File: config.mk
export PLATFORM = sky130hd
export DESIGN_NAME = fair_share_task_scheduler_unit
export DESIGN_NICKNAME = d
export VERILOG_FILES = /design/src/hw/rtl/fsts_pkg.sv /design/src/hw/rtl/fsts_task_mem.sv /design/src/hw/rtl/fsts_div.sv /design/src/hw/rtl/fair_share_task_scheduler_unit.sv
export VERILOG_INCLUDE_DIRS = /design/src /design/src/hw/rtl
export SDC_FILE = /design/constraint.sdc
export NUM_CORES = 2
export LEC_CHECK = 0
export ABC_AREA = 1
export BUFFER_PORTS_ARGS = -buffer_cell sky130_fd_sc_hd__buf_2
export CORE_MARGIN = 10
export CORE_UTILIZATION = 50
export CTS_CLUSTER_SIZE = 20
export DETAILED_ROUTE_END_ITERATION = 10
export GPL_TIMING_DRIVEN = 0
export PLACE_DENSITY = 0.66
export SLEW_MARGIN = 20
export SYNTH_ARGS = -nofsm -noshare
export SYNTH_HDL_FRONTEND = slang
export SYNTH_SLANG_ARGS = --single-unit
File: constraint.sdc
create_clock -name clock -period 14.25 [get_ports clock]
set_input_delay 2.1375 -clock clock [delete_from_list [all_inputs] [get_ports clock]]
set_output_delay 2.1375 -clock clock [all_outputs]
set_load 0.02 [all_outputs]
File: src/hw/rtl/fair_share_task_scheduler_unit_assert.svh
// ---------------------------------------------------------------------------
// Assertion macros for the fair-share task scheduler
// Clocked property checks that compile away in synthesis builds.
// ---------------------------------------------------------------------------
`ifndef FAIR_SHARE_TASK_SCHEDULER_UNIT_ASSERT_SVH
`define FAIR_SHARE_TASK_SCHEDULER_UNIT_ASSERT_SVH
`ifndef SYNTHESIS
`define FSTS_ASSERT(label, clk, rst, prop, msg) \
   label: assert property (@(posedge clk) disable iff (rst) prop) else $error(msg);
`define FSTS_ASSERT_NORST(label, clk, prop, msg) \
   label: assert property (@(posedge clk) prop) else $error(msg);
`else
`define FSTS_ASSERT(label, clk, rst, prop, msg)
`define FSTS_ASSERT_NORST(label, clk, prop, msg)
`endif
`endif

File: src/hw/rtl/fsts_pkg.sv
// ---------------------------------------------------------------------------
// fsts_pkg
// Shared widths, codes, the weight table and helpers of the scheduler.
// ---------------------------------------------------------------------------
package fsts_pkg;

   localparam int unsigned MAX_TASKS_DEF = 16;
   localparam int unsigned VR_W          = 64;
   localparam int unsigned WEIGHT_W      = 17;
   localparam int unsigned STAMP_W       = 32;
   localparam int unsigned RUNTIME_W     = 40;
   localparam int unsigned SLICE_W       = 20;
   localparam int unsigned UNIT_SHIFT    = 10;   // times 1024
   localparam int unsigned DIV_NUM_W     = RUNTIME_W + UNIT_SHIFT;
   localparam int unsigned PRIO_TOP      = 39;

   localparam logic [SLICE_W-1:0] SLICE_MAX     = '1;
   localparam logic [SLICE_W-1:0] LATENCY_RST   = 20'd20000;
   localparam logic [SLICE_W-1:0] MIN_SLICE_RST = 20'd1000;

   localparam logic [2:0] OP_ENQUEUE = 3'd0;
   localparam logic [2:0] OP_PICK    = 3'd1;
   localparam logic [2:0] OP_PUTBACK = 3'd2;
   localparam logic [2:0] OP_QUERY   = 3'd3;
   localparam logic [2:0] OP_CLEAR   = 3'd4;

   localparam logic [1:0] STS_OK     = 2'd0;
   localparam logic [1:0] STS_EMPTY  = 2'd1;
   localparam logic [1:0] STS_QUEUED = 2'd2;
   localparam logic [1:0] STS_BAD_OP = 2'd3;

   localparam logic CSR_LATENCY   = 1'b0;
   localparam logic CSR_MIN_SLICE = 1'b1;

   typedef struct packed {
      logic [VR_W-1:0]     vruntime;
      logic [WEIGHT_W-1:0] weight;
      logic [STAMP_W-1:0]  stamp;
   } fsts_entry_type;

   typedef struct packed {
      logic busy;
      logic done;
   } fsts_div_stat_type;

   function automatic logic [WEIGHT_W-1:0] weight_of(input logic [5:0] idx);
      logic [WEIGHT_W-1:0] w;
      case (idx)
         6'd0:  w = 17'd88761;  6'd1:  w = 17'd71755;  6'd2:  w = 17'd56483;
         6'd3:  w = 17'd46273;  6'd4:  w = 17'd36291;  6'd5:  w = 17'd29154;
         6'd6:  w = 17'd23254;  6'd7:  w = 17'd18705;  6'd8:  w = 17'd14949;
         6'd9:  w = 17'd11916;  6'd10: w = 17'd9548;   6'd11: w = 17'd7620;
         6'd12: w = 17'd6100;   6'd13: w = 17'd4904;   6'd14: w = 17'd3906;
         6'd15: w = 17'd3121;   6'd16: w = 17'd2501;   6'd17: w = 17'd1991;
         6'd18: w = 17'd1586;   6'd19: w = 17'd1277;   6'd20: w = 17'd1024;
         6'd21: w = 17'd820;    6'd22: w = 17'd655;    6'd23: w = 17'd526;
         6'd24: w = 17'd423;    6'd25: w = 17'd335;    6'd26: w = 17'd272;
         6'd27: w = 17'd215;    6'd28: w = 17'd172;    6'd29: w = 17'd137;
         6'd30: w = 17'd110;    6'd31: w = 17'd87;     6'd32: w = 17'd70;
         6'd33: w = 17'd56;     6'd34: w = 17'd45;     6'd35: w = 17'd36;
         6'd36: w = 17'd29;     6'd37: w = 17'd23;     6'd38: w = 17'd18;
         default: w = 17'd15;
      endcase
      return w;
   endfunction

   // 4-bit id folded onto the slot count; m >= 2 so eight subtracts suffice
   function automatic logic [7:0] fold_id(input logic [3:0] id, input int unsigned m);
      logic [7:0] r;
      r = {4'd0, id};
      for (int k = 0; k < 8; k++) begin
         if (32'(r) >= m) r = 8'(32'(r) - m);
      end
      return r;
   endfunction

endpackage

File: src/hw/rtl/fsts_task_mem.sv
// ---------------------------------------------------------------------------
// fsts_task_mem
// Per-task table: one write port, one registered read port, valid bits.
// ---------------------------------------------------------------------------
module fsts_task_mem #(
   parameter int unsigned MAX_TASKS = fsts_pkg::MAX_TASKS_DEF,
   parameter int unsigned AW        = $clog2(MAX_TASKS)
) (
   input  logic                   clock,
   input  logic                   reset,
   input  logic                   clr,
   input  logic                   we,
   input  logic [AW-1:0]          waddr,
   input  fsts_pkg::fsts_entry_type wdata,
   input  logic [AW-1:0]          raddr,
   output fsts_pkg::fsts_entry_type rdata
);
   import fsts_pkg::*;

   fsts_entry_type        mem [MAX_TASKS];
   logic [MAX_TASKS-1:0]  valid_ff;
   fsts_entry_type        rd_ff;
   logic                  rd_valid_ff;

   always_ff @(posedge clock) begin
      if (we) mem[waddr] <= wdata;
      rd_ff <= mem[raddr];
   end

   always_ff @(posedge clock) begin
      if (reset || clr) begin
         valid_ff    <= '0;
         rd_valid_ff <= 1'b0;
      end else begin
         if (we) valid_ff[waddr] <= 1'b1;
         rd_valid_ff <= valid_ff[raddr];
      end
   end

   // never-written entries read as zero
   assign rdata = rd_valid_ff ? rd_ff : '0;

endmodule

File: src/hw/rtl/fsts_div.sv
// ---------------------------------------------------------------------------
// fsts_div
// Restoring divider, one quotient bit per cycle.
// ---------------------------------------------------------------------------
module fsts_div #(
   parameter int unsigned NW = fsts_pkg::DIV_NUM_W,
   parameter int unsigned DW = 21
) (
   input  logic                         clock,
   input  logic                         reset,
   input  logic                         start,
   input  logic [NW-1:0]                dividend,
   input  logic [DW-1:0]                divisor,
   output logic [NW-1:0]                quotient,
   output fsts_pkg::fsts_div_stat_type  stat
);
   import fsts_pkg::*;

   localparam int unsigned CNT_W = $clog2(NW + 1);

   logic [NW-1:0]    quo_ff, quo_in;
   logic [DW-1:0]    rem_ff, rem_in;
   logic [DW-1:0]    dsr_ff, dsr_in;
   logic [CNT_W-1:0] cnt_ff, cnt_in;
   logic             done_ff, done_in;
   logic [DW:0]      trial;
   logic             take;

   always_comb begin
      trial  = {rem_ff, quo_ff[NW-1]};
      take   = trial >= {1'b0, dsr_ff};
      quo_in = quo_ff;
      rem_in = rem_ff;
      dsr_in = dsr_ff;
      cnt_in = cnt_ff;
      done_in = 1'b0;
      if (start) begin
         quo_in = dividend;
         rem_in = '0;
         dsr_in = divisor;
         cnt_in = CNT_W'(NW);
      end else if (cnt_ff != '0) begin
         rem_in  = take ? DW'(trial - {1'b0, dsr_ff}) : trial[DW-1:0];
         quo_in  = {quo_ff[NW-2:0], take};
         cnt_in  = cnt_ff - 1'b1;
         done_in = (cnt_ff == CNT_W'(1));
      end
   end

   always_ff @(posedge clock) begin
      quo_ff <= quo_in;
      rem_ff <= rem_in;
      dsr_ff <= dsr_in;
      if (reset) begin
         cnt_ff  <= '0;
         done_ff <= 1'b0;
      end else begin
         cnt_ff  <= cnt_in;
         done_ff <= done_in;
      end
   end

   assign quotient  = quo_ff;
   assign stat.busy = (cnt_ff != '0);
   assign stat.done = done_ff;

endmodule

File: src/hw/rtl/fair_share_task_scheduler_unit.sv
// ---------------------------------------------------------------------------
// fair_share_task_scheduler_unit
// Fair-share scheduler: task table in memory, scan for least vruntime,
// shared serial divider for charge and timeslice.
// ---------------------------------------------------------------------------
// Channel   Dir  Handshake            Payload
// req_      in   req_valid/req_stall  opcode, task_id, priority, runtime, runnable
// rsp_      out  rsp_valid/rsp_stall  status, pick, vruntime, slice, count
// csr_      in   csr_wr_en            index, 20-bit data
//
// One item at a time. Each scan of the table reads one entry per memory
// read. Enqueue scans once; pick scans, takes the best and scans again;
// put back divides, then scans; query divides unless no weight is queued.
// Reset is synchronous; clear empties the table via valid bits.
// A result waiting under rsp_stall does not block the next accept; the block
// holds req_stall only while it works on an item or owns an unsent result.
// ---------------------------------------------------------------------------
`include "fair_share_task_scheduler_unit_assert.svh"

module fair_share_task_scheduler_unit #(
   parameter int unsigned MAX_TASKS = fsts_pkg::MAX_TASKS_DEF
) (
   input  logic                              clock,
   input  logic                              reset,
   input  logic                              req_valid,
   output logic                              req_stall,
   input  logic [2:0]                        req_opcode,
   input  logic [3:0]                        req_task_id,
   input  logic signed [6:0]                 req_priority_req,
   input  logic [fsts_pkg::RUNTIME_W-1:0]    req_runtime_ns,
   input  logic                              req_still_runnable,
   output logic                              rsp_valid,
   input  logic                              rsp_stall,
   output logic [1:0]                        rsp_status,
   output logic [3:0]                        rsp_picked_task,
   output logic [fsts_pkg::VR_W-1:0]         rsp_picked_vruntime,
   output logic [fsts_pkg::SLICE_W-1:0]      rsp_timeslice_us,
   output logic [4:0]                        rsp_queued_count,
   output logic                              rsp_has_queued,
   input  logic                              csr_wr_en,
   input  logic                              csr_index,
   input  logic [fsts_pkg::SLICE_W-1:0]      csr_wr_data
);
   import fsts_pkg::*;

   localparam int unsigned AW  = $clog2(MAX_TASKS);
   localparam int unsigned CW  = AW + 1;
   localparam int unsigned CNW = $clog2(MAX_TASKS + 1);
   localparam int unsigned WTW = WEIGHT_W + CNW;
   localparam int unsigned NW  = DIV_NUM_W;

   localparam logic [3:0] S_IDLE  = 4'd0;
   localparam logic [3:0] S_ENQW  = 4'd1;
   localparam logic [3:0] S_RD    = 4'd2;
   localparam logic [3:0] S_CHK   = 4'd3;
   localparam logic [3:0] S_MUL   = 4'd4;
   localparam logic [3:0] S_DIVW  = 4'd5;
   localparam logic [3:0] S_SCAN  = 4'd6;
   localparam logic [3:0] S_PICK  = 4'd7;
   localparam logic [3:0] S_CLR   = 4'd8;
   localparam logic [3:0] S_RESP  = 4'd9;

   // state
   logic [3:0]            state_ff, state_in;
   logic [2:0]            op_ff, op_in;
   logic [AW-1:0]         slot_ff, slot_in;
   logic [5:0]            prio_ff, prio_in;
   logic [RUNTIME_W-1:0]  runtime_ff, runtime_in;
   logic                  runnable_ff, runnable_in;
   logic [MAX_TASKS-1:0]  queued_ff, queued_in;
   logic [STAMP_W-1:0]    stamp_ff, stamp_in;
   logic [VR_W-1:0]       floor_ff, floor_in;
   logic [WTW-1:0]        wtot_ff, wtot_in;
   logic [CNW-1:0]        count_ff, count_in;
   logic [SLICE_W-1:0]    latency_ff, latency_in;
   logic [SLICE_W-1:0]    min_slice_ff, min_slice_in;
   fsts_entry_type        entry_ff, entry_in;
   logic [36:0]           prod_ff, prod_in;
   // scan
   logic                  pick_phase_ff, pick_phase_in;
   logic [CW-1:0]         scan_cnt_ff, scan_cnt_in;
   logic                  pend_ff, pend_in;
   logic [AW-1:0]         pend_idx_ff, pend_idx_in;
   logic                  found_ff, found_in;
   logic [AW-1:0]         best_idx_ff, best_idx_in;
   fsts_entry_type        best_ff, best_in;
   // result
   logic [1:0]            status_ff, status_in;
   logic [AW-1:0]         picked_ff, picked_in;
   logic [VR_W-1:0]       pvr_ff, pvr_in;
   logic [SLICE_W-1:0]    slice_ff, slice_in;
   logic                  rsp_valid_ff, rsp_valid_in;
   logic [1:0]            o_status_ff, o_status_in;
   logic [3:0]            o_picked_ff, o_picked_in;
   logic [VR_W-1:0]       o_pvr_ff, o_pvr_in;
   logic [SLICE_W-1:0]    o_slice_ff, o_slice_in;
   logic [4:0]            o_count_ff, o_count_in;
   logic                  o_has_ff, o_has_in;

   // memory and divider wiring
   logic                  mem_we, mem_clr;
   logic [AW-1:0]         mem_waddr, mem_raddr;
   fsts_entry_type        mem_wdata, mem_rdata;
   logic                  div_start;
   logic [NW-1:0]         div_dividend, div_quot;
   logic [WTW-1:0]        div_divisor;
   fsts_div_stat_type     div_stat;

   // helpers
   logic                  accept;
   logic [AW-1:0]         req_slot;
   logic                  take;
   logic [VR_W:0]         vr_sum;
   logic [NW-1:0]         slice_src;
   logic [SLICE_W-1:0]    slice_val;
   logic [AW+3:0]         picked_ext;
   logic [CNW+4:0]        count_ext;
   logic                  clear_go;

   fsts_task_mem #(.MAX_TASKS(MAX_TASKS), .AW(AW)) u_mem (
      .clock (clock), .reset (reset), .clr (mem_clr),
      .we (mem_we), .waddr (mem_waddr), .wdata (mem_wdata),
      .raddr (mem_raddr), .rdata (mem_rdata)
   );

   fsts_div #(.NW(NW), .DW(WTW)) u_div (
      .clock (clock), .reset (reset), .start (div_start),
      .dividend (div_dividend), .divisor (div_divisor),
      .quotient (div_quot), .stat (div_stat)
   );

   assign req_stall = (state_ff != S_IDLE);
   assign accept    = req_valid && (state_ff == S_IDLE);
   assign req_slot  = AW'(fold_id(req_task_id, MAX_TASKS));
   assign clear_go  = (state_ff == S_CLR);

   always_comb begin
      take = pend_ff && queued_ff[pend_idx_ff] &&
             (!found_ff || (mem_rdata.vruntime < best_ff.vruntime) ||
              ((mem_rdata.vruntime == best_ff.vruntime) &&
               (mem_rdata.stamp < best_ff.stamp)));
      vr_sum = {1'b0, entry_ff.vruntime} + (VR_W + 1)'(div_quot);
      slice_src = (state_ff == S_CHK) ? NW'(latency_ff) : div_quot;
      if (slice_src < NW'(min_slice_ff))       slice_val = min_slice_ff;
      else if (slice_src > NW'(SLICE_MAX))     slice_val = SLICE_MAX;
      else                                     slice_val = slice_src[SLICE_W-1:0];
      picked_ext = {4'd0, picked_ff};
      count_ext  = {5'd0, count_ff};
   end

   always_comb begin
      state_in      = state_ff;
      op_in         = op_ff;
      slot_in       = slot_ff;
      prio_in       = prio_ff;
      runtime_in    = runtime_ff;
      runnable_in   = runnable_ff;
      queued_in     = queued_ff;
      stamp_in      = stamp_ff;
      floor_in      = floor_ff;
      wtot_in       = wtot_ff;
      count_in      = count_ff;
      latency_in    = latency_ff;
      min_slice_in  = min_slice_ff;
      entry_in      = entry_ff;
      prod_in       = prod_ff;
      pick_phase_in = pick_phase_ff;
      scan_cnt_in   = scan_cnt_ff;
      pend_in       = 1'b0;
      pend_idx_in   = pend_idx_ff;
      found_in      = found_ff;
      best_idx_in   = best_idx_ff;
      best_in       = best_ff;
      status_in     = status_ff;
      picked_in     = picked_ff;
      pvr_in        = pvr_ff;
      slice_in      = slice_ff;
      rsp_valid_in  = rsp_valid_ff && rsp_stall;
      o_status_in   = o_status_ff;
      o_picked_in   = o_picked_ff;
      o_pvr_in      = o_pvr_ff;
      o_slice_in    = o_slice_ff;
      o_count_in    = o_count_ff;
      o_has_in      = o_has_ff;
      mem_we        = 1'b0;
      mem_clr       = 1'b0;
      mem_waddr     = slot_ff;
      mem_wdata     = entry_ff;
      mem_raddr     = slot_ff;
      div_start     = 1'b0;
      div_dividend  = {runtime_ff, UNIT_SHIFT'(0)};
      div_divisor   = WTW'(entry_ff.weight);

      if (csr_wr_en) begin
         if (csr_index == CSR_LATENCY) latency_in   = csr_wr_data;
         else                          min_slice_in = csr_wr_data;
      end

      case (state_ff)
         S_IDLE: begin
            if (accept) begin
               op_in       = req_opcode;
               slot_in     = req_slot;
               runtime_in  = req_runtime_ns;
               runnable_in = req_still_runnable;
               if (req_priority_req < 0)
                  prio_in = 6'd0;
               else if (req_priority_req > 7'sd39)
                  prio_in = 6'(PRIO_TOP);
               else
                  prio_in = 6'(req_priority_req);
               status_in     = STS_OK;
               picked_in     = '0;
               pvr_in        = '0;
               slice_in      = '0;
               scan_cnt_in   = '0;
               found_in      = 1'b0;
               pick_phase_in = 1'b0;
               case (req_opcode)
                  OP_ENQUEUE: begin
                     if (queued_ff[req_slot]) begin
                        status_in = STS_QUEUED;
                        state_in  = S_RESP;
                     end else begin
                        state_in = S_ENQW;
                     end
                  end
                  OP_PICK: begin
                     pick_phase_in = 1'b1;
                     state_in      = S_SCAN;
                  end
                  OP_PUTBACK: begin
                     if (queued_ff[req_slot]) begin
                        status_in = STS_QUEUED;
                        state_in  = S_RESP;
                     end else begin
                        state_in = S_RD;
                     end
                  end
                  OP_QUERY: state_in = S_RD;
                  OP_CLEAR: state_in = S_CLR;
                  default: begin
                     status_in = STS_BAD_OP;
                     state_in  = S_RESP;
                  end
               endcase
            end
         end
         S_ENQW: begin
            mem_we             = 1'b1;
            mem_wdata.vruntime = floor_ff;
            mem_wdata.weight   = weight_of(prio_ff);
            mem_wdata.stamp    = stamp_ff;
            queued_in[slot_ff] = 1'b1;
            stamp_in           = stamp_ff + 1'b1;
            wtot_in            = wtot_ff + WTW'(weight_of(prio_ff));
            count_in           = count_ff + 1'b1;
            state_in           = S_SCAN;
         end
         S_RD: state_in = S_CHK;
         S_CHK: begin
            entry_in = mem_rdata;
            prod_in  = 37'(latency_ff) * 37'(mem_rdata.weight);
            if (op_ff == OP_PUTBACK) begin
               state_in = (mem_rdata.weight == '0) ? S_RESP : S_MUL;
            end else if (wtot_ff == '0) begin
               slice_in = slice_val;
               state_in = S_RESP;
            end else begin
               state_in = S_MUL;
            end
         end
         S_MUL: begin
            // divider start, operands from registered entry or product
            div_start = 1'b1;
            if (op_ff != OP_PUTBACK) begin
               div_dividend = NW'(prod_ff);
               div_divisor  = wtot_ff;
            end
            state_in = S_DIVW;
         end
         S_DIVW: begin
            if (div_stat.done) begin
               if (op_ff == OP_PUTBACK) begin
                  mem_we = 1'b1;
                  mem_wdata.vruntime = vr_sum[VR_W] ? '1 : vr_sum[VR_W-1:0];
                  if (runnable_ff) begin
                     mem_wdata.stamp    = stamp_ff;
                     queued_in[slot_ff] = 1'b1;
                     stamp_in           = stamp_ff + 1'b1;
                     wtot_in            = wtot_ff + WTW'(entry_ff.weight);
                     count_in           = count_ff + 1'b1;
                  end
                  state_in = S_SCAN;
               end else begin
                  slice_in = slice_val;
                  state_in = S_RESP;
               end
            end
         end
         S_SCAN: begin
            // read at scan_cnt, compare the entry addressed in the previous cycle
            mem_raddr = scan_cnt_ff[AW-1:0];
            if (scan_cnt_ff < CW'(MAX_TASKS)) begin
               pend_in     = 1'b1;
               pend_idx_in = scan_cnt_ff[AW-1:0];
               scan_cnt_in = scan_cnt_ff + 1'b1;
            end
            if (take) begin
               found_in    = 1'b1;
               best_idx_in = pend_idx_ff;
               best_in     = mem_rdata;
            end
            if (!pend_ff && (scan_cnt_ff == CW'(MAX_TASKS))) begin
               if (pick_phase_ff) begin
                  state_in = S_PICK;
               end else begin
                  if (found_ff && (best_ff.vruntime > floor_ff))
                     floor_in = best_ff.vruntime;
                  state_in = S_RESP;
               end
            end
         end
         S_PICK: begin
            if (!found_ff) begin
               status_in = STS_EMPTY;
               state_in  = S_RESP;
            end else begin
               queued_in[best_idx_ff] = 1'b0;
               wtot_in   = (wtot_ff >= WTW'(best_ff.weight)) ?
                           wtot_ff - WTW'(best_ff.weight) : '0;
               if (count_ff != '0) count_in = count_ff - 1'b1;
               picked_in     = best_idx_ff;
               pvr_in        = best_ff.vruntime;
               pick_phase_in = 1'b0;
               found_in      = 1'b0;
               scan_cnt_in   = '0;
               state_in      = S_SCAN;
            end
         end
         S_CLR: begin
            mem_clr   = 1'b1;
            queued_in = '0;
            stamp_in  = '0;
            floor_in  = '0;
            wtot_in   = '0;
            count_in  = '0;
            state_in  = S_RESP;
         end
         S_RESP: begin
            if (!rsp_valid_ff || !rsp_stall) begin
               rsp_valid_in = 1'b1;
               o_status_in  = status_ff;
               o_picked_in  = picked_ext[3:0];
               o_pvr_in     = pvr_ff;
               o_slice_in   = slice_ff;
               o_count_in   = count_ext[4:0];
               o_has_in     = (count_ff != '0);
               state_in     = S_IDLE;
            end
         end
         default: state_in = S_IDLE;
      endcase
   end

   always_ff @(posedge clock) begin
      op_ff       <= op_in;
      slot_ff     <= slot_in;
      prio_ff     <= prio_in;
      runtime_ff  <= runtime_in;
      runnable_ff <= runnable_in;
      entry_ff    <= entry_in;
      prod_ff     <= prod_in;
      pend_idx_ff <= pend_idx_in;
      best_idx_ff <= best_idx_in;
      best_ff     <= best_in;
      status_ff   <= status_in;
      picked_ff   <= picked_in;
      pvr_ff      <= pvr_in;
      slice_ff    <= slice_in;
      o_status_ff <= o_status_in;
      o_picked_ff <= o_picked_in;
      o_pvr_ff    <= o_pvr_in;
      o_slice_ff  <= o_slice_in;
      o_count_ff  <= o_count_in;
      o_has_ff    <= o_has_in;
      if (reset) begin
         state_ff      <= S_IDLE;
         queued_ff     <= '0;
         stamp_ff      <= '0;
         floor_ff      <= '0;
         wtot_ff       <= '0;
         count_ff      <= '0;
         latency_ff    <= LATENCY_RST;
         min_slice_ff  <= MIN_SLICE_RST;
         pick_phase_ff <= 1'b0;
         scan_cnt_ff   <= '0;
         pend_ff       <= 1'b0;
         found_ff      <= 1'b0;
         rsp_valid_ff  <= 1'b0;
      end else begin
         state_ff      <= state_in;
         queued_ff     <= queued_in;
         stamp_ff      <= stamp_in;
         floor_ff      <= floor_in;
         wtot_ff       <= wtot_in;
         count_ff      <= count_in;
         latency_ff    <= latency_in;
         min_slice_ff  <= min_slice_in;
         pick_phase_ff <= pick_phase_in;
         scan_cnt_ff   <= scan_cnt_in;
         pend_ff       <= pend_in;
         found_ff      <= found_in;
         rsp_valid_ff  <= rsp_valid_in;
      end
   end

   assign rsp_valid           = rsp_valid_ff;
   assign rsp_status          = o_status_ff;
   assign rsp_picked_task     = o_picked_ff;
   assign rsp_picked_vruntime = o_pvr_ff;
   assign rsp_timeslice_us    = o_slice_ff;
   assign rsp_queued_count    = o_count_ff;
   assign rsp_has_queued      = o_has_ff;

   `FSTS_ASSERT(a_count_matches_flags, clock, reset, ($countones(queued_ff) == 32'(count_ff)), "queue count out of step with queued flags")
   `FSTS_ASSERT(a_weight_tracks_count, clock, reset, ((count_ff != '0) == (wtot_ff != '0)), "weight total out of step with queue count")
   `FSTS_ASSERT(a_floor_monotonic, clock, reset, ((!$past(reset) && !$past(clear_go)) |-> (floor_ff >= $past(floor_ff))), "vruntime floor fell")
   `FSTS_ASSERT_NORST(a_div_start_idle, clock, (div_start |-> !div_stat.busy), "divider restarted while busy")

endmodule
After elaboration in Yosys (flattened, before gate mapping)
Memory sizes are Yosys's and may differ from the RTL's. A register that Yosys moved wholly into a read port is not among the register bits.
Index checks and enable logic that the tools add are counted.
Storage, ports and cells
  flip-flop bits (word level): 821
  memory bits (writable): 1808
  ROM bits: 2176
  input port bits: 81
  output and inout port bits: 98
  word-level logic and storage cells: 285
  memories kept: 3
Operators by class
  add/subtract/negate cells: 10
  $mul: 1
  magnitude comparators: 17
  eq/ne operators: 34
  multiplexer cells: 112
  bitwise gates (word level): 7
  reductions and logical operators: 54
Memory list
  u_mem.mem: depth 16, bits a word 113, rd ports 1, clocked after Yosys merged registers in 1, wr ports 1, RTL line fsts_task_mem.sv:20  | fsts_entry_type mem [MAX_TASKS];
  (no name shown): depth 64, bits a word 17, rd ports 1, clocked after Yosys merged registers in 0, wr ports 0, RTL line fsts_pkg.sv:48  | case (idx)
  (no name shown): depth 64, bits a word 17, rd ports 1, clocked after Yosys merged registers in 0, wr ports 0, RTL line fsts_pkg.sv:48
Operators by type and width (number)
  64-bit two-way mux: 8
  64-bit case mux with 2 select lines: 3
  50-bit two-way mux: 5
  32-bit two-way mux: 6
  20-bit two-way mux: 7
  22-bit two-way mux: 6
  113-bit two-way mux: 1
  32-bit case mux with 3 select lines: 1
  22-bit case mux with 4 select lines: 1
  17-bit two-way mux: 4
  64-bit by 50-bit adder with 65-bit output: 1
  64-bit equality test: 1
  64-bit > comparator: 1
  64-bit < comparator: 1
  16-bit two-way mux: 4
  16-bit case mux with 4 select lines: 1
  32-bit case mux with 2 select lines: 1
  4-bit two-way mux: 15
  20-bit case mux with 3 select lines: 1
  50-bit by 20-bit > comparator with 1-bit output (second input constant): 1
  50-bit by 20-bit < comparator with 1-bit output: 1
  22-bit by 17-bit adder with 22-bit output: 2
  5-bit two-way mux: 8
  4-bit case mux with 10 select lines: 1
  62 further kinds: 154

Longest topological paths before layout
  depth after elaboration: 9
  mapped depth: 28
  gate-level depth less buffers: 26

Modules after synthesis
A second synthesis with hierarchy kept.
Unflattened totals
  cell total of the unflattened synthesis: 13303
  area, all modules: 133760.8 um^2
By module, submodules not included
  fsts_task_mem: instances 1, cells each 5727, area an instance 74894.3 um^2, sequential area each 56894.6 um^2
  fair_share_task_scheduler_unit: instances 1, cells each 6781, area an instance 52878.2 um^2, sequential area each 19188.4 um^2
  fsts_div: instances 1, cells each 795, area an instance 5988.2 um^2, sequential area each 2742.6 um^2

Least setup slack after synthesis
No wires, ideal clock.
  path kind: reg2reg
  start: register state_ff[2]
  end: memory u_mem.mem[0][0] (netlist name) (enable)
  library setup time: 0.726 ns
  arrival: 9.037 ns
  setup slack: 4.487 ns
  stages on the path, launching flop included: 9
  period minus slack after synthesis: 9.763 ns
  cells stage by stage: dfxtp_1 > inv_2 > nor2_4 > nand2_1 > buf_2 > nor2_1 > a21oi_1 > clkbuf_1 > nor3_1
On the way
  word-level cells in the longest chain between the ends: 4
  elaborated cells between the ends (all ways): 5
Ends and longest elaborated chain
  start: declaration: RTL line fair_share_task_scheduler_unit.sv:64  | logic [3:0] state_ff, state_in;
  start signal: assignment: RTL line fair_share_task_scheduler_unit.sv:402  | state_ff <= state_in;
  4-bit by 3-bit equality test with 1-bit output / 4-bit by 1-bit equality test with 1-bit output (equally long branches): RTL line fair_share_task_scheduler_unit.sv:199  | case (state_ff)
  1-bit case mux with 2 select lines (*): RTL line fair_share_task_scheduler_unit.sv:199
  1-bit two-way mux (*): RTL line fsts_task_mem.sv:26  | if (we) mem[waddr] <= wdata;
  1-bit two-way mux (not written as such) (*): RTL line fsts_task_mem.sv:26
  end: declaration: RTL line fsts_task_mem.sv:20
Every way passes the cells marked *; elsewhere a longest branch is shown, timed or not.

==> summary.txt <==
Status -> completed
Vias in the first global route -> 98300
RSZ-0062 raised after global routing -> no
Post-route ant nets -> 0
Post-synthesis net count -> 13130
CTS tree -> yes
DP HPWL -> 368600 um
Post-synth ARST share -> 0%
H-tree depth -> 5
Largest delay contributor family on the critical path -> adder cells
Delay of the slowest critical-path stage -> 690 ps
CORE AREA -> 259700 um^2
Fin. max-slew vios -> 0
Initial Util -> 50.28%
First-pass GRT wire length -> 684500 um
Grt ovf -> 0
P&R area growth vs syn -> 14.63%
Sequential share of the synthesized area -> 60.37%
DR vias -> 103100
Drt initial violations -> 14840
Largest net degree at the start of global routing -> 88
Tot GR Track Use -> 33.26%
Hold path depth -> 0
Dpl cells -> 16360
Slew Limit Headroom -> 17.60%
Syn_area_per_cell -> 10.56 um^2
Final Critical Period -> 8966 ps
Slowest-stage cell, CP -> buf_1
Post-route setup slack -> 5284 ps
Mapped Cells -> 12360
Post-CTS Setup Bufs -> 0
Crit-path max FO -> 11
Share of layout cells above drive strength 1 -> 10.38%
Layout fillers -> 21630
Worst-margin pin slew -> 1236 ps
VDD IR max -> 0.1558 mV
CTS Hold Bufs -> 0
Fin area -> 149700 um^2
Final Skew -> 100.6 ps
Final net count -> 14020
Die H -> 531.0 um
Via/cell ratio -> 6.090
Die Width -> 531.0 um
Total Wirelength -> 485500 um
Place WS -> 5461 ps
Ys Warns -> 0
CP dominant cell by count -> fa_1
DRC Markers -> 0
Setup TNS -> 0 ps
Floorplan row count -> 187
R2R Path End -> prod_ff[34]
Crit path kind -> flip-flop to flip-flop
Hold/Removal Path Class -> flip-flop to flip-flop
Leakage power -> 0.05839 uW
PD cells -> 201.4 nW/um^2
Hold Path Sink -> rsp_timeslice_us[8]
Cell Count, Final, Fillers Out -> 16930
Synth Cell Area -> 130600 um^2
Finish-stage setup viols -> 0
Max Clk Rate -> 111.5 MHz
Clock transition at path regs -> 60 ps
DIE AREA -> 282000 um^2
I/O pin count -> 179
Cts bufs inserted -> 294
CP Capture Type -> flip-flop
CP Data Arrival Time -> 9570 ps
Area of placed instances -> 139800 um^2
Worst-case clock buffer depth -> 4
DR pass1 iterations -> 6
Reg2reg start -> u_mem.rd_valid_ff
Startpoint class of the critical path -> flip-flop
Hold Crit Start -> slice_ff[8]
Gpl congestion -> 1.001
Final Cycle Share -> 62.92%
Worst-case reg-to-reg path depth -> 25
Critical Path RT -> 14860 ps
Input/output buffers -> 178
Max-cap violations -> 0
Clock Sinks -> 2742
CP bufs+invs -> 8
Clock Latency Late Sink -> 910 ps
Final Hold Fails -> 0
Top FF cell, synth -> edfxtp_1
Post-cts sizing count -> 0
Register-to-register setup slack -> 5280 ps
Root Buffer -> clkbuf_16
Synth cell types -> 61
Seq cells post-synth -> 2742
Antenna violations before repair -> 42
EDFF count, synth -> 2391
Drt wl/cell -> 28.67 um
logic make-up (layout without fill, tap and decap cells):
logic type               Yosys count  in the layout  synth area share, %
flip-flops                      2742           2742                60.37
buffers and inverters           1853           2990                5.606
AO/OA/AOI/OAI                   2539           2539                11.43
adder cells (fa/ha/maj)          684            684                8.130
XOR/XNOR                         120            120               0.8049
multiplexers                       7              7              0.06037
AND/OR/NAND/NOR                 4415           4415                13.60
other                              0             34                    0
stage by stage:
step / util, % / power, uW / hold WS (ps)
after floorplan: - / 17160 / 400.3
after global placement: 52.26 / 21790 / 401.4
after detailed placement: 53.82 / 22080 / 404.5
after CTS: 57.59 / 29850 / 391.1
after global routing: 57.60 / 31340 / 402.2
final: 57.63 / 30150 / 402.6
how the worst max path moves through the flow:
stage / startpoint / end / slack [ps] / cells after the start
after floorplan: state_ff[2] / u_mem.mem[0][0] / 4490 / 8
after global placement: state_ff[0] / u_mem.mem[6][86] / -6330 / 8
after detailed placement: u_mem.rd_valid_ff / prod_ff[34] / 5460 / 25
after CTS: u_mem.rd_valid_ff / prod_ff[34] / 5430 / 25
after global routing: u_mem.rd_valid_ff / prod_ff[34] / 5000 / 25
final: u_mem.rd_valid_ff / prod_ff[34] / 5280 / 25
cell usage in the layout, fill, tap and decap left out, types with 29 or more instances in the layout:
cell,n
o221ai_1,322
diode_2,34
nor3_1,92
clkbuf_1,420
clkbuf_16,300
nor4_1,33
clkinv_2,55
o22ai_1,158
o21ai_2,29
buf_2,385
xor2_1,94
bufinv_16,32
nor2_1,1737
o21ai_0,974
fa_1,274
edfxtp_1,2391
buf_6,64
buf_4,347
a21oi_1,428
clkinv_1,48
o211ai_1,202
ha_1,410
o21ai_1,309
nand3_1,478
nand4_1,68
dfxtp_1,351
inv_1,1197
nand2_1,1933
cell type report:
type	count	area, um^2	share of cell area, %
antenna	34	85.08	0.05685
sequential	2742	78830	52.67
buffer	622	2725	1.821
tap	3402	4257	2.844
multi-input combinational	7765	44640	29.83
timing repair buffer	603	4736	3.164
clock inverter	149	1683	1.124
clock buffer	385	8097	5.410
inverter	1231	4622	3.088
routing by layer:
layer,wire length (um),global-route usage (%)
met3,60800,8.506
met4,24450,14.66
met5,106,0
met1,184400,44.62
met2,215800,51.32
power by group:
group | switching (uW) | internal, uW | total (uW)
sequential | 583 | 10200 | 10800
clock | 3230 | 4600 | 7830
combinational | 8500 | 3060 | 11600
worst reg2reg max path: stages, from the launching register on:
cell and delay, ps:
dfxtp_1 440, buf_2 400, clkbuf_1 390, nand2_1 420
inv_1 170, clkbuf_1 620, buf_1 690, nand2_1 180
fa_1 590, inv_1 60, fa_1 430, fa_1 580
fa_1 440, fa_1 540, inv_1 50, fa_1 630
inv_1 70, ha_1 370, a21oi_1 280, o21ai_0 180
a21oi_1 260, nor2_1 70, a2111oi_0 540, nand2_1 120
nand2_1 80, nand2_1 90
synthesized netlist by cell type, drive strengths merged, types with 26 or more instances:
library cell  count  area [um^2]
a21oi           430         2152
buf             241         1264
clkbuf          381         1434
dfxtp           351         7027
edfxtp         2391        71800
fa              274         5485
ha              410         5130
inv            1214         4557
nand2          1938         7287
nand3           480         2412
nand4            68        425.4
nor2           1746         6581
nor3            110        566.8
nor4             33        206.5
o211ai          202         1516
o21ai          1312         6589
o21bai           29        217.7
o221ai          322         2820
o22ai           158        988.5
xnor2            26        227.7
xor2             94        823.3
flip-flops by register name (all words and copies together) (netlist names), 20 cells and up:
register	flops
u_mem.mem	1808
best_ff	113
entry_ff	113
u_mem.rd_ff	113
floor_ff	64
pvr_ff	64
rsp_picked_vruntime	64
u_div.quotient	50
runtime_ff	40
prod_ff	37
stamp_ff	32
u_div.dsr_ff	22
u_div.rem_ff	22
wtot_ff	22
latency_ff	20
min_slice_ff	20
rsp_timeslice_us	20
slice_ff	20
Note: power is estimated with default switching activity, not from simulation.
